===== config.mk =====
export PLATFORM = sky130hd
export DESIGN_NAME = ggb_ctrl
export DESIGN_NICKNAME = d
export VERILOG_FILES = /design/src/ggb_pkg.sv /design/src/ggb_ctrl.sv
export SDC_FILE = /design/constraint.sdc
export NUM_CORES = 1
export LEC_CHECK = 0
export BUFFER_PORTS_ARGS = -buffer_cell sky130_fd_sc_hd__clkbuf_2
export CAP_MARGIN = 20
export CORE_AREA = 4 4 41 43
export CTS_CLUSTER_DIAMETER = 100
export DETAILED_ROUTE_END_ITERATION = 7
export DIE_AREA = 0 0 45 47
export GPL_ROUTABILITY_DRIVEN = 1
export PLACE_DENSITY = 0.69
export SYNTH_ARGS = -nofsm -noshare
export SYNTH_HDL_FRONTEND = slang
export SYNTH_SLANG_ARGS = --single-unit
export TNS_END_PERCENT = 20

===== constraint.sdc =====
create_clock -name clk -period 1.8 [get_ports clk]
set_input_delay 0.09 -clock clk [delete_from_list [all_inputs] [get_ports clk]]
set_output_delay 0.09 -clock clk [all_outputs]
set_load 0.05 [all_outputs]

===== src/ggb_pkg.sv =====
`default_nettype none
package ggb_pkg;
  localparam int MaxVertices = 128;
  localparam int VW = $clog2(MaxVertices);
  localparam int CW = VW + 1;

  localparam logic CfgVertexCount   = 1'b0;
  localparam logic CfgRequiredGirth = 1'b1;

  typedef enum logic [3:0] {
    ST_IDLE, ST_CLEAR, ST_SCAN_RD, ST_SCAN_CHK, ST_LOAD_WAIT,
    ST_POP_RD, ST_POP, ST_NB, ST_EDGE_DONE, ST_DONE
  } ggb_state_t;

  typedef struct packed {
    logic load_edge;
    logic clr_start;
    logic scan_rd;
    logic scan_next_v;
    logic bfs_init;
    logic pop_rd;
    logic pop_take;
    logic nb_step;
    logic edge_done;
    logic best_clear;
    logic emit;
  } ggb_cmd_t;

  typedef struct packed {
    logic clr_last;
    logic load_done;
    logic scan_end;
    logic scan_hit;
    logic scan_self;
    logic queue_empty;
    logic row_end;
    logic found;
    logic stop_now;
  } ggb_sts_t;
endpackage
`default_nettype wire


===== src/ggb_ctrl.sv =====
`default_nettype none
module ggb_ctrl (
  input  wire logic            clk,
  input  wire logic            rst_n,
  input  wire logic            start,
  input  wire logic            in_last,
  input  wire ggb_pkg::ggb_sts_t sts,
  output logic                 busy,
  output ggb_pkg::ggb_cmd_t    cmd
);
  import ggb_pkg::*;

  ggb_state_t state_r, state_nxt;

  // state register, a clearing pass follows reset
  always_ff @(posedge clk) begin
    if (!rst_n) state_r <= ST_CLEAR;
    else        state_r <= state_nxt;
  end

  // next state and commands
  always_comb begin
    state_nxt = state_r;
    cmd = '0;
    busy = 1'b1;
    unique case (state_r)
      ST_IDLE: begin
        busy = 1'b0;
        if (start) begin
          cmd.load_edge = 1'b1;
          if (in_last) begin
            cmd.best_clear = 1'b1;
            state_nxt = ST_LOAD_WAIT;
          end
        end
      end
      ST_LOAD_WAIT: begin
        if (sts.load_done) state_nxt = ST_SCAN_RD;
      end
      ST_SCAN_RD: begin
        if (sts.scan_end) begin
          state_nxt = ST_DONE;
        end else begin
          cmd.scan_rd = 1'b1;
          state_nxt = ST_SCAN_CHK;
        end
      end
      ST_SCAN_CHK: begin
        if (!sts.scan_hit) begin
          cmd.scan_next_v = 1'b1;
          state_nxt = ST_SCAN_RD;
        end else if (sts.scan_self) begin
          cmd.edge_done = 1'b1;
          state_nxt = ST_EDGE_DONE;
        end else begin
          cmd.bfs_init = 1'b1;
          state_nxt = ST_POP_RD;
        end
      end
      ST_POP_RD: begin
        if (sts.queue_empty) begin
          state_nxt = ST_EDGE_DONE;
        end else begin
          cmd.pop_rd = 1'b1;
          state_nxt = ST_POP;
        end
      end
      ST_POP: begin
        cmd.pop_take = 1'b1;
        state_nxt = ST_NB;
      end
      ST_NB: begin
        cmd.nb_step = 1'b1;
        if (sts.found) begin
          cmd.edge_done = 1'b1;
          state_nxt = ST_EDGE_DONE;
        end else if (sts.row_end) begin
          state_nxt = ST_POP_RD;
        end
      end
      ST_EDGE_DONE: begin
        if (sts.stop_now) begin
          state_nxt = ST_DONE;
        end else begin
          cmd.scan_next_v = 1'b1;
          state_nxt = ST_SCAN_RD;
        end
      end
      ST_DONE: begin
        cmd.emit = 1'b1;
        cmd.clr_start = 1'b1;
        state_nxt = ST_CLEAR;
      end
      ST_CLEAR: begin
        if (sts.clr_last) state_nxt = ST_IDLE;
      end
      default: state_nxt = ST_IDLE;
    endcase
  end
endmodule
`default_nettype wire


======== After elaboration in Yosys (flattened, before gate mapping) ========
Index checks and enable logic that the tools add are counted.
storage, ports and cells
  bits of input ports ..................... 13
  flip-flop bits (word level) ............. 4
cells by class
  reduce and logical (&&, ||, !) cells .... 2
  equality and inequality tests ........... 14
  mux-type cells .......................... 35
operator list
  operator              count
  $mux W4               11
  $pmux W4 S10          1
  $mux W1               21
  $eq A4 B3 Y1 const B  4
  $eq A4 B2 Y1 const B  2
  $eq A4 B4 Y1 const B  2
  $ne A2 B2 Y1 const B  4
  $reduce_and A5 Y1     1
  $eq A4 B1 Y1 const B  1
  $logic_not A4 Y1      1
  $pmux W1 S2           2
  $ne A3 B3 Y1 const B  1

======== Depth between registers and ports, before layout ========
  depth after elaboration ................. 3
  gate-level depth with buffers ........... 5
  gate-level depth less buffers ........... 4

======== Least setup slack after synthesis ========
OpenSTA, ideal clock, no wires.
  kind .................................... reg2out
  start point ............................. reg state_r[0]
  end point ............................... out cmd[8] (netlist name)
  data required time ...................... 1710 ps
  path slack .............................. -417 ps
  stages on the path, launching flop included .. 4
  arrival ................................. 2127 ps
  path through ............................ dfxtp_1 -> buf_2 -> nand2b_1 -> nor4_1
RTL lines
  item                      RTL line        text
  start: declaration        ggb_ctrl.sv:13  ggb_state_t state_r, state_nxt;
  start signal: assignment  ggb_ctrl.sv:18  else state_r <= state_nxt;
  end: declaration          ggb_ctrl.sv:9   output ggb_pkg::ggb_cmd_t cmd

==> results.yml <==
logic_synthesis:
  async_flop_share: 0
  avgSynthCellArea_sq_um: 8.202
  syn-num-nets: 76
  ys_types: 38
  yosysWarnings: 0
  netlist_area_sq_um: 516.7
  netlist_instances: 63
  synth_flop_cell: "dfxtp_1"
  synth-edff-count: 0
  synth_seq_cells: 4
  yosysSeqAreaShare: 0.1550
die:
  die_h_um: 47
  ios: 25
  placementRows: 13
  die_width_um: 45
  core_sq_mm: 0.001301
  start_util: 0.3971
  die-area_sq_mm: 0.002115
critical_path:
  ff2ff_path_depth: 5
  rrSetupSlack_ps: 300
  end_kind: "output port"
  crit_buf_inv: 2
  critPathMaxStageDelay_ps: 360
  path_cells: "buf_4, nor2_1, and4bb_1, buf_2"
  worstPathMaxFanout: 8
  worstReg2RegStart: "state_r[3]"
  critical_path_class: "flop to output port"
  cp.required_ps: 1710
  crit_path_start_kind: "flop"
  worst_path_max_delay_cell: "dfxtp_2"
  worstPathArrival_ps: 1620
  timing.rr.end: "state_r[0]"
  crit_family: "simple AND/OR/NAND/NOR gates"
cells_and_area:
  area_delta_synth_final_pct: 36.56
  drive_gt1_frac: 0.5385
  nNetsFinal: 106
  fin_util: 0.5423
  layout.cells.non_filler: 106
  fillers: 121
  num_antenna_cells: 0
  largest_reg_flops: 4
  top_register: "state_r"
  fin_area_sq_um: 705.7
  layout_common_cells: "clkbuf_2 (22), nor2_1 (6), buf_4 (6)"
  top_regs: "state_r: 4 flops"
  layout_commonest_cell: "clkbuf_2"
pwr:
  seqPwrFrac: 0.310
  ir_drop_uv: 481.7
  p_leak_nw: 0.2893
  pwr-share-clk: 0.327
  power_density_mw_per_mm2: 494.1
  switching_share: 0.3591
  internal-power_w: 0.0002235
  power.switching_w: 0.0001252
  power_frac_comb: 0.363
clock_network:
  cts_setup_buffers: 0
  clock_latency_ps: 240
  cts_tree: "built"
  clock-root-buffer: "clkbuf_4"
  htreeDepth: 1
  numClockSinks: 4
  cts_buffers: 3
  clockBufferDepth: 2
  clk_pin_slew_ps: 40
run:
  maxCapViolCount: 0
sta:
  slew_violations: 0
  fmax_ghz: 0.5831
  post-route-period-util: 0.9528
  finalHoldViolCount: 0
  relSlewSlack: 0.6911
  worst_slew_pin_slew_ps: 457.2
  grt_setup_unrepaired: "no"
  skew_ps: 5.511
  setup_tns_ps: 0
  setup_viol_count_final: 0
  layout_min_cycle_time_ps: 1715
place:
  hpwl_um: 1236
  placed_area_sq_um: 673.1
  place_congestion: 0.8448
  port_buffers: 24
  post-place-cells: 103
grt:
  grt_pass1_vias: 582
  grtUsageTotal: 0.1564
  grt_pass1_wl_um: 2456
  grt_antenna_before_repair: 0
  grt_max_degree: 14
  overflow: 0
drt:
  viasPerCell: 5.642
  drc: 0
  wl_per_cell_um: 14.06
  drtAntennaViolNets: 0
  vias: 598
  dr.pass1.iters: 4
  drt_iter0_markers: 16
  detail_route.wirelength_um: 1490
worst_hold_path:
  holdPathEnd: "state_r[0]"
  min_from: "rst_n"
  hp-class: "input port to flop"
  holdPathStages: 2
run_status:
  status: "completed"
[how the worst max path moves through the flow]
stage	start	endpoint	cells past startpoint
final	state_r[3]	cmd[6]	4
after CTS	state_r[0]	cmd[5]	3
after floorplan	state_r[2]	state_r[3]	5
after global routing	state_r[3]	cmd[6]	4
after detailed placement	state_r[3]	state_r[2]	5
after global placement	state_r[3]	state_r[0]	5
[synthesized netlist by cell type (2+ instances only)]
| cell | n | area (sq um) |
|---|---|---|
| nor2_1 | 6 | 22.52 |
| and3_1 | 2 | 12.51 |
| nor4bb_1 | 2 | 20.02 |
| buf_2 | 3 | 15.01 |
| o21a_1 | 3 | 22.52 |
| nor4_1 | 4 | 25.02 |
| nand2_1 | 3 | 11.26 |
| inv_1 | 4 | 15.01 |
| and2_1 | 2 | 12.51 |
| dfxtp_1 | 4 | 80.08 |
| a31oi_1 | 2 | 12.51 |
| o21ai_0 | 2 | 10.01 |
[layout make-up]
cell class / count / area, sq um / area share
multi-input cells: 50 / 396.6 / 0.5621
repair buffers: 30 / 167.7 / 0.2376
flip-flops and latches: 4 / 85.08 / 0.1206
clock buffers: 3 / 22.52 / 0.03191
well taps: 15 / 18.77 / 0.02660
inverters: 4 / 15.01 / 0.02128
[metrics by stage]
| stage | setup WS [ps] | total power (W) | hold slack [ps] |
|---|---|---|---|
| floorplan | -323.5 | 0.0001906 | 185.6 |
| global placement | 221.1 | 0.0002314 | 328.2 |
| detailed placement | 186.5 | 0.0002339 | 324.4 |
| CTS | 5.889 | 0.0003524 | 84.00 |
| global route | 12.07 | 0.0003718 | 97.37 |
| finish | 85.04 | 0.0003487 | 84.60 |
[routing by layer]
metal,vias to the layer above,track usage,share of wire
met1,272,0.1955,0.42
li1,299,-,-
met4,0,0.09942,0.027
met3,6,0.02682,0.060
met2,21,0.2486,0.49
met5,-,0,0
[kinds of logic (layout without fill, tap and decap cells)]
group / Yosys count / after routing / share of synthesized area
flip-flops: 4 / 4 / 0.1550
AO/OA/AOI/OAI: 21 / 21 / 0.3826
buffers and inverters: 9 / 37 / 0.09442
AND/OR/NAND/NOR: 29 / 29 / 0.3680
[what timing repair did]
item	4_1_cts	5_1_grt
resized for setup	2	5
setup endpoints to repair	3	8
hold buffers	0	0
[power groups by stage]
stage / registers [W] / clock network (W) / logic [W]
after floorplan: 0.0000991 / 0 / 0.0000915
after global placement: 0.000107 / 0 / 0.000124
after detailed placement: 0.000108 / 0 / 0.000126
after CTS: 0.000106 / 0.000119 / 0.000127
after global routing: 0.000109 / 0.000126 / 0.000137
final: 0.000108 / 0.000114 / 0.000127
Note: power is estimated with default switching activity, not from simulation.
